`src/rtl/core/jsu_pkg.sv`:
```
// shared types and constants for the json string unescape block
`default_nettype none

package jsu_pkg;

  // result kinds
  localparam logic [1:0] KIND_BYTE   = 2'd0;
  localparam logic [1:0] KIND_CLOSE  = 2'd1;
  localparam logic [1:0] KIND_UNTERM = 2'd2;
  localparam logic [1:0] KIND_NOSTR  = 2'd3;

  localparam int unsigned MAX_BEATS = 4;

  // one result word
  typedef struct packed {
    logic [7:0] data;
    logic [1:0] kind;
  } beat_t;

  // all result words caused by one source byte
  typedef struct packed {
    beat_t [MAX_BEATS-1:0] beats;
    logic [1:0]            last_idx;
  } cmd_t;

endpackage

`default_nettype wire

```
`src/rtl/core/jsu_front.sv`:
```
// front end: scanner state and per-byte classification into result bundles
`default_nettype none

module jsu_front
  import jsu_pkg::*;
(
  input  wire logic       clk,
  input  wire logic       rst_n,
  input  wire logic       fire,
  input  wire logic [7:0] in_byte,
  input  wire logic       in_last,
  output cmd_t            cmd,
  output logic            push
);

  localparam logic [1:0] MODE_IDLE = 2'd0;
  localparam logic [1:0] MODE_STR  = 2'd1;
  localparam logic [1:0] MODE_ESC  = 2'd2;
  localparam logic [1:0] MODE_HEX  = 2'd3;

  localparam logic [7:0] CH_QUOTE = 8'h22;
  localparam logic [7:0] CH_BSL   = 8'h5C;
  localparam logic [7:0] CH_U     = 8'h75;

  typedef struct packed {
    logic [2:0][7:0] bytes;
    logic [1:0]      len;
  } utf8_t;

  function automatic logic [3:0] hex_value(input logic [7:0] c);
    logic [3:0] v;
    v = 4'd0;
    if (c >= 8'h30 && c <= 8'h39) v = c[3:0];
    else if ((c >= 8'h61 && c <= 8'h66) || (c >= 8'h41 && c <= 8'h46))
      v = c[3:0] + 4'd9;
    return v;
  endfunction

  function automatic logic [7:0] escape_char(input logic [7:0] c);
    logic [7:0] r;
    case (c)
      8'h62:   r = 8'h08;
      8'h66:   r = 8'h0C;
      8'h6E:   r = 8'h0A;
      8'h72:   r = 8'h0D;
      8'h74:   r = 8'h09;
      default: r = c;
    endcase
    return r;
  endfunction

  function automatic utf8_t utf8_enc(input logic [15:0] cp);
    utf8_t u;
    u = '0;
    if (cp < 16'h0080) begin
      u.len      = 2'd1;
      u.bytes[0] = cp[7:0];
    end else if (cp < 16'h0800) begin
      u.len      = 2'd2;
      u.bytes[0] = 8'hC0 | {3'b000, cp[10:6]};
      u.bytes[1] = 8'h80 | {2'b00, cp[5:0]};
    end else begin
      u.len      = 2'd3;
      u.bytes[0] = 8'hE0 | {4'b0000, cp[15:12]};
      u.bytes[1] = 8'h80 | {2'b00, cp[11:6]};
      u.bytes[2] = 8'h80 | {2'b00, cp[5:0]};
    end
    return u;
  endfunction

  logic [1:0]  mode_r, mode_nxt;
  logic [1:0]  digits_r, digits_nxt;
  logic [15:0] cp_r, cp_nxt;

  always_comb begin
    logic [2:0]  n;
    logic        open;
    logic [15:0] cp_hex;
    utf8_t       u;
    n          = 3'd0;
    open       = 1'b0;
    mode_nxt   = mode_r;
    digits_nxt = digits_r;
    cp_nxt     = cp_r;
    cmd        = '0;
    cp_hex     = {cp_r[11:0], hex_value(in_byte)};
    u          = utf8_enc(cp_hex);

    unique case (mode_r)
      MODE_IDLE: begin
        if (in_byte == CH_QUOTE) begin
          mode_nxt = MODE_STR;
          open     = 1'b1;
        end else begin
          cmd.beats[n[1:0]] = '{data: 8'h00, kind: KIND_NOSTR};
          n = n + 3'd1;
        end
      end
      MODE_STR: begin
        if (in_byte == CH_QUOTE) begin
          cmd.beats[n[1:0]] = '{data: 8'h00, kind: KIND_CLOSE};
          n        = n + 3'd1;
          mode_nxt = MODE_IDLE;
        end else if (in_byte == CH_BSL) begin
          mode_nxt = MODE_ESC;
          open     = 1'b1;
        end else begin
          cmd.beats[n[1:0]] = '{data: in_byte, kind: KIND_BYTE};
          n    = n + 3'd1;
          open = 1'b1;
        end
      end
      MODE_ESC: begin
        if (in_byte == CH_U) begin
          mode_nxt   = MODE_HEX;
          digits_nxt = 2'd0;
          cp_nxt     = 16'h0000;
        end else begin
          cmd.beats[n[1:0]] = '{data: escape_char(in_byte), kind: KIND_BYTE};
          n        = n + 3'd1;
          mode_nxt = MODE_STR;
        end
        open = 1'b1;
      end
      MODE_HEX: begin
        cp_nxt = cp_hex;
        if (digits_r == 2'd3) begin
          for (int i = 0; i < 3; i++) begin
            if (2'(i) < u.len) begin
              cmd.beats[n[1:0]] = '{data: u.bytes[i], kind: KIND_BYTE};
              n = n + 3'd1;
            end
          end
          mode_nxt   = MODE_STR;
          digits_nxt = 2'd0;
          cp_nxt     = 16'h0000;
        end else begin
          digits_nxt = digits_r + 2'd1;
        end
        open = 1'b1;
      end
    endcase

    // end of input: flush partial hex, then the unterminated marker
    if (in_last) begin
      if (open) begin
        if (mode_nxt == MODE_HEX) begin
          u = utf8_enc(cp_nxt);
          for (int i = 0; i < 3; i++) begin
            if (2'(i) < u.len) begin
              cmd.beats[n[1:0]] = '{data: u.bytes[i], kind: KIND_BYTE};
              n = n + 3'd1;
            end
          end
        end
        cmd.beats[n[1:0]] = '{data: 8'h00, kind: KIND_UNTERM};
        n = n + 3'd1;
      end
      mode_nxt   = MODE_IDLE;
      digits_nxt = 2'd0;
      cp_nxt     = 16'h0000;
    end

    cmd.last_idx = 2'(n - 3'd1);
    push         = fire && (n != 3'd0);
  end

  always_ff @(posedge clk) begin
    if (!rst_n) begin
      mode_r   <= MODE_IDLE;
      digits_r <= 2'd0;
      cp_r     <= 16'h0000;
    end else if (fire) begin
      mode_r   <= mode_nxt;
      digits_r <= digits_nxt;
      cp_r     <= cp_nxt;
    end
  end

endmodule

`default_nettype wire

```
`src/rtl/core/jsu_fifo.sv`:
```
// short queue of result bundles between front and back
`default_nettype none

module jsu_fifo
  import jsu_pkg::*;
#(
  parameter int unsigned DEPTH = 4
) (
  input  wire logic clk,
  input  wire logic rst_n,
  input  wire logic push,
  input  wire cmd_t wr_cmd,
  output logic      full,
  input  wire logic pop,
  output cmd_t      rd_cmd,
  output logic      not_empty
);

  localparam int unsigned AW = (DEPTH > 1) ? $clog2(DEPTH) : 1;
  localparam int unsigned CW = $clog2(DEPTH + 1);

  cmd_t          store_r [DEPTH];
  logic [AW-1:0] wr_ptr_r, rd_ptr_r;
  logic [CW-1:0] count_r;

  assign full      = (count_r == CW'(DEPTH));
  assign not_empty = (count_r != '0);
  assign rd_cmd    = store_r[rd_ptr_r];

  always_ff @(posedge clk) begin
    if (push) store_r[wr_ptr_r] <= wr_cmd;
  end

  always_ff @(posedge clk) begin
    if (!rst_n) begin
      wr_ptr_r <= '0;
      rd_ptr_r <= '0;
      count_r  <= '0;
    end else begin
      if (push) wr_ptr_r <= (wr_ptr_r == AW'(DEPTH - 1)) ? '0 : wr_ptr_r + AW'(1);
      if (pop)  rd_ptr_r <= (rd_ptr_r == AW'(DEPTH - 1)) ? '0 : rd_ptr_r + AW'(1);
      if (push && !pop)      count_r <= count_r + CW'(1);
      else if (pop && !push) count_r <= count_r - CW'(1);
    end
  end

endmodule

`default_nettype wire

```
`src/rtl/core/jsu_back.sv`:
```
// back end: plays out one bundle a word at a time into the output register
`default_nettype none

module jsu_back
  import jsu_pkg::*;
(
  input  wire logic       clk,
  input  wire logic       rst_n,
  input  wire logic       q_valid,
  input  wire cmd_t       q_cmd,
  output logic            q_pop,
  output logic            out_valid,
  input  wire logic       out_ready,
  output logic [7:0]      out_byte,
  output logic [1:0]      out_kind,
  output logic            out_run_last
);

  cmd_t       cmd_r;
  logic [1:0] beat_r;
  logic       valid_r;
  logic       at_last;
  logic       done;

  assign at_last      = (beat_r == cmd_r.last_idx);
  assign done         = valid_r && out_ready && at_last;
  assign q_pop        = q_valid && (!valid_r || done);
  assign out_valid    = valid_r;
  assign out_byte     = cmd_r.beats[beat_r].data;
  assign out_kind     = cmd_r.beats[beat_r].kind;
  assign out_run_last = at_last;

  always_ff @(posedge clk) begin
    if (q_pop) cmd_r <= q_cmd;
  end

  always_ff @(posedge clk) begin
    if (!rst_n) begin
      valid_r <= 1'b0;
      beat_r  <= 2'd0;
    end else if (q_pop) begin
      valid_r <= 1'b1;
      beat_r  <= 2'd0;
    end else if (done) begin
      valid_r <= 1'b0;
      beat_r  <= 2'd0;
    end else if (valid_r && out_ready) begin
      beat_r  <= beat_r + 2'd1;
    end
  end

endmodule

`default_nettype wire

```
`src/rtl/core/json_string_unescape_top.sv`:
```
// top level of the json string literal decoder
// path: scanner (combinational), then bundle queue, then the back end output register
// throughput: one source byte per cycle while the queue has room, one word per cycle while out_ready is set
// a byte causing up to four result words holds the output until all of them have been taken
// the bundle queue depth (FIFO_DEPTH) sets how many bytes that yield words can be absorbed ahead of the output
// reset: synchronous active-low rst_n returns the scanner to idle and empties queue and output
`default_nettype none

module json_string_unescape_top
  import jsu_pkg::*;
#(
  parameter int unsigned FIFO_DEPTH = 4
) (
  input  wire logic       clk,
  input  wire logic       rst_n,
  // source byte channel
  input  wire logic       in_valid,
  output logic            in_ready,
  input  wire logic [7:0] in_byte,
  input  wire logic       in_last,
  // result word channel
  output logic            out_valid,
  input  wire logic       out_ready,
  output logic [7:0]      out_byte,
  output logic [1:0]      out_kind,
  output logic            out_run_last
);

  cmd_t front_cmd;
  cmd_t q_cmd;
  logic front_push;
  logic q_full;
  logic q_valid;
  logic q_pop;
  logic in_fire;

  // the front only stalls when the queue has no room for another bundle
  assign in_ready = !q_full;
  assign in_fire  = in_valid && in_ready;

  // scanner: tracks string, escape and hex state, builds one bundle per source byte that yields result words
  jsu_front u_front (
    .clk     (clk),
    .rst_n   (rst_n),
    .fire    (in_fire),
    .in_byte (in_byte),
    .in_last (in_last),
    .cmd     (front_cmd),
    .push    (front_push)
  );

  // decouples the scanner from output back-pressure
  jsu_fifo #(
    .DEPTH (FIFO_DEPTH)
  ) u_fifo (
    .clk       (clk),
    .rst_n     (rst_n),
    .push      (front_push),
    .wr_cmd    (front_cmd),
    .full      (q_full),
    .pop       (q_pop),
    .rd_cmd    (q_cmd),
    .not_empty (q_valid)
  );

  // serialiser: one result word per cycle from the head bundle while out_ready is high
  jsu_back u_back (
    .clk          (clk),
    .rst_n        (rst_n),
    .q_valid      (q_valid),
    .q_cmd        (q_cmd),
    .q_pop        (q_pop),
    .out_valid    (out_valid),
    .out_ready    (out_ready),
    .out_byte     (out_byte),
    .out_kind     (out_kind),
    .out_run_last (out_run_last)
  );

  // marker words carry a zero data byte
  a_marker_zero : assert property (@(posedge clk) disable iff (!rst_n)
    out_valid && out_kind != KIND_BYTE |-> out_byte == 8'h00)
    else $error("marker word with non-zero data");

  // close, unterminated and not-a-string markers always end their run
  a_marker_last : assert property (@(posedge clk) disable iff (!rst_n)
    out_valid && out_kind != KIND_BYTE |-> out_run_last)
    else $error("marker word not flagged as last of run");

  // a full queue blocks the input
  a_full_stall : assert property (@(posedge clk) disable iff (!rst_n)
    q_full |-> !in_ready && !front_push)
    else $error("push into full queue");

  // reset empties the output
  a_reset_out : assert property (@(posedge clk)
    !rst_n |=> !out_valid)
    else $error("output valid after reset");

endmodule

`default_nettype wire

```
`config.mk`:
```
export PLATFORM = sky130hd
export DESIGN_NAME = json_string_unescape_top
export DESIGN_NICKNAME = d
export VERILOG_FILES = /design/src/rtl/core/jsu_pkg.sv /design/src/rtl/core/jsu_front.sv /design/src/rtl/core/jsu_fifo.sv /design/src/rtl/core/jsu_back.sv /design/src/rtl/core/json_string_unescape_top.sv
export SDC_FILE = /design/constraint.sdc
export NUM_CORES = 1
export LEC_CHECK = 0
export CAP_MARGIN = 10
export CELL_PAD_IN_SITES_DETAIL_PLACEMENT = 2
export CELL_PAD_IN_SITES_GLOBAL_PLACEMENT = 2
export CORE_MARGIN = 1
export CORE_UTILIZATION = 48
export CTS_CLUSTER_DIAMETER = 120
export CTS_CLUSTER_SIZE = 10
export DETAILED_ROUTE_END_ITERATION = 10
export DONT_BUFFER_PORTS = 1
export PLACE_DENSITY_LB_ADDON = 0.1
export SYNTH_ARGS = -nofsm -noshare
export SYNTH_HDL_FRONTEND = slang
export SYNTH_SLANG_ARGS = --single-unit
export TNS_END_PERCENT = 10
```
`constraint.sdc`:
```
create_clock -name clk -period 9.57 [get_ports clk]
set_input_delay 0.957 -clock clk [delete_from_list [all_inputs] [get_ports clk]]
set_output_delay 0.957 -clock clk [all_outputs]
set_load 0.01 [all_outputs]
```
==> results_dict.tcl <==
set metrics [dict create \
    run_status "finished, final reports clean" \
    layout.nets 904 \
    grt_antenna_before_repair 0 \
    cts_resized 0 \
    r2r-start "u_front.cp_r[9]" \
    yosysSeqAreaShare 0.572 \
    timing.fmax_mhz 136 \
    numCtsBuffers 26 \
    grt_max_degree 43 \
    wl_met3_um 3400 \
    cp.arrival_ns 7.81 \
    grt_pass1_vias 9017 \
    post-route-period-util 0.771 \
    cp-end-kind "flip-flop" \
    min_to "u_front.cp_r[6]" \
    maxCapViolCount 0 \
    required_ns 10.00 \
    hold_viol_final 0 \
    r2r_cells 22 \
    slew_viol_final 0 \
    design_area_um2 12300 \
    firstDrtPassIters 5 \
    dp_hpwl_um 28700 \
    ys_ff_latch 225 \
    design.portCount 26 \
    whs_path_depth 1 \
    avgViaCountPerCell 7.02 \
    wl_met2_um 21900 \
    synth-async-reset-ratio 0 \
    cts_hold_buf 0 \
    routedWlPerCell_um 36.7 \
    antenna_cells 0 \
    maxSlewHeadroom 0.160 \
    synthDistinctLibCells 79 \
    start_util 0.494 \
    wl_met1_um 16400 \
    synth_edf_count 195 \
    cp-start-kind "flip-flop" \
    cts_tree "yes" \
    fin_crit_ns 7.38 \
    routed_wl_um 43900 \
    ys.flop_type "edfxtp_1" \
    drc_errors 0 \
    cpPeakStageDelay_ns 0.57 \
    rr_endpoint "u_fifo.count_r[2]" \
    gr-total-overflow 0 \
    hp-class "primary input to flip-flop" \
    crit_path_top_delay_cell "nor4_1" \
    drive_above_1_share 0.130 \
    vias 8383 \
    p_per_area_nw_per_um2 235 \
    core-area_um2 22800 \
    fin_setup_tns_ns 0 \
    finalSetupViolCount 0 \
    crit_top_cell "ha_1" \
    path_buf_inv 3 \
    die_x_um 155 \
    port_buffers 0 \
    hold_start "rst_n" \
    crit_type "flip-flop to flip-flop" \
    cts_setup_buffers 0 \
    synthToLayoutAreaGrowth_pct 8.84 \
    fp.dieH_um 155 \
    p_leak_nw 4.05 \
    cts_max_path_buffers 3 \
    rsz0062_at_grt "false" \
    placed_cell_area_um2 11500 \
    final_common_cell "edfxtp_1" \
    first_iter_violations 883 \
    synth_cells 877 \
    num_rows 55 \
    r2r_slack_ns 2.19 \
    clk_root_buffer_cell "clkbuf_16" \
    cp_top_family "simple AND/OR/NAND/NOR gates" \
    clock_latency_ns 0.54 \
    path_max_fanout 9 \
    cts.sinks 225 \
    syn-num-nets 919 \
    clk_pin_slew_worst_paths_ns 0.07 \
    place.gp.congestion 0.914 \
    mostFrequentLayoutCells "195 x edfxtp_1, 65 x nand2_1, 50 x nor2_1" \
    fill_cells 2167 \
    clock-skew-final_ns 0.0191 \
    grt.total_usage 0.374 \
    ir_drop_mv 0.204 \
    ys_warn_count 0 \
    grt_pass1_wl_um 64200 \
    crit_path_cell_trace "nor4_1 -> nand2_1 -> nor2_1 -> o211ai_1 -> ha_1 -> inv_1 -> ha_1 -> a21oi_1 -> inv_1 -> ha_1 -> mux2_2 -> o21ai_0 -> ha_1 -> nand3_1 -> nor3_1 -> nand3b_1 -> ha_1 -> inv_1 -> fa_1 -> xor2_1 -> or3_1 -> a21boi_0" \
    route.antenna.remaining_nets 0 \
    syn_avg_cell_area_um2 12.9 \
    highest_layer "met4" \
    syn_area_um2 11300 \
    dieArea_um2 24100 \
    htreeDepth 1 \
    tightest_slew_ns 1.25 \
]
==> synthesized netlist by cell type, drive strengths merged, types with 3 or more instances <==
cell    instances  share of area
a221oi          7         0.0060
nand4b          3         0.0023
or3             7         0.0043
clkbuf         36          0.012
or4b            4         0.0035
a22o            9         0.0071
mux4           48          0.096
nor3           25          0.013
mux2            3         0.0030
mux2i           9         0.0080
a21boi          7         0.0047
a211oi          8         0.0053
dfxtp          30          0.053
a31oi          13         0.0072
nor3b           5         0.0033
nor4b           3         0.0023
a31o            3         0.0023
nor2b          28          0.016
or2             5         0.0028
a22oi          27          0.018
and3            4         0.0022
xnor2           3         0.0023
nand3b          3         0.0031
a211o           3         0.0031
nand2b          3         0.0017
a21oi          47          0.021
o31ai           5         0.0033
nand3          15         0.0066
nand2          65          0.022
inv            21         0.0070
xor2            3         0.0023
nand4           5         0.0028
o21a            6         0.0040
ha             28          0.031
edfxtp        195           0.52
o21ai          48          0.022
nor2           50          0.017
o211ai          9         0.0060
a32oi           4         0.0031
buf            16         0.0081
nor4            8         0.0044
and2           20          0.011
a311oi          3         0.0023
o22ai           9         0.0050
==> where the power goes <==
group,switching [W],total (W),internal [W]
sequential,0.000116,0.00140,0.00128
combinational,0.000316,0.000544,0.000228
clock,0.000423,0.000948,0.000525
==> routing by layer <==
metal  GRT usage  vias up
met3      0.0696      154
met1       0.453     4300
li1            -     3418
met2       0.647      511
met5           0        -
met4       0.172        0
==> layout make-up <==
class,count,area (µm²),area share
Sequential cell,225,6460,0.526
Timing Repair Buffer,9,67.6,0.00550
Clock inverter,1,7.51,0.000611
Tap cell,313,392,0.0319
Clock buffer,47,751,0.0611
Multi-Input combinational cell,579,4540,0.369
Inverter,21,78.8,0.00641
==> sequential cells by signal, summed over array words and instances (netlist names), 3 cells and up <==
name            count
u_back.cmd_r       39
u_fifo.store_r    156
u_fifo.count_r      3
u_front.cp_r       16
==> worst max path at each step <==
stage,end,cells after the start,start
floorplan,u_fifo.store_r[3][0],20,in_byte[0]
global placement,u_fifo.store_r[0][29],20,in_byte[0]
detailed placement,u_fifo.count_r[2],24,in_byte[0]
CTS,u_fifo.count_r[2],22,u_front.cp_r[9]
global route,u_fifo.count_r[2],22,u_front.cp_r[9]
finish,u_fifo.count_r[2],22,u_front.cp_r[9]
==> through the flow <==
| step | setup WS (ns) | total power, W | util | hold WS (ns) | instances |
|---|---|---|---|---|---|
| 5_1_grt | 1.95 | 0.00296 | 0.538 | 0.544 | 1195 |
| 3_5_place_dp | 2.33 | 0.00193 | 0.505 | 0.549 | 1147 |
| 6_report | 2.19 | 0.00289 | 0.538 | 0.547 | 1195 |
| 3_3_place_gp | 3.11 | 0.00186 | 0.505 | 0.483 | 1147 |
| 2_1_floorplan | 3.51 | 0.00173 | - | 0.468 | 877 |
| 4_1_cts | 2.40 | 0.00290 | 0.538 | 0.535 | 1195 |
==> logic make-up (layout without fill, tap and decap cells) <==
kind of cell | count (synthesis) | count (layout) | synth area share
muxes | 60 | 60 | 0.107
buffers and inverters | 73 | 78 | 0.0270
xor gates and xnor gates | 6 | 6 | 0.00465
AOI/OAI and AO/OA | 226 | 226 | 0.136
and+or+nand+nor | 258 | 258 | 0.121
adders and majority gates | 29 | 29 | 0.0328
DFF | 225 | 225 | 0.572
(Power assumes the default switching activity.)
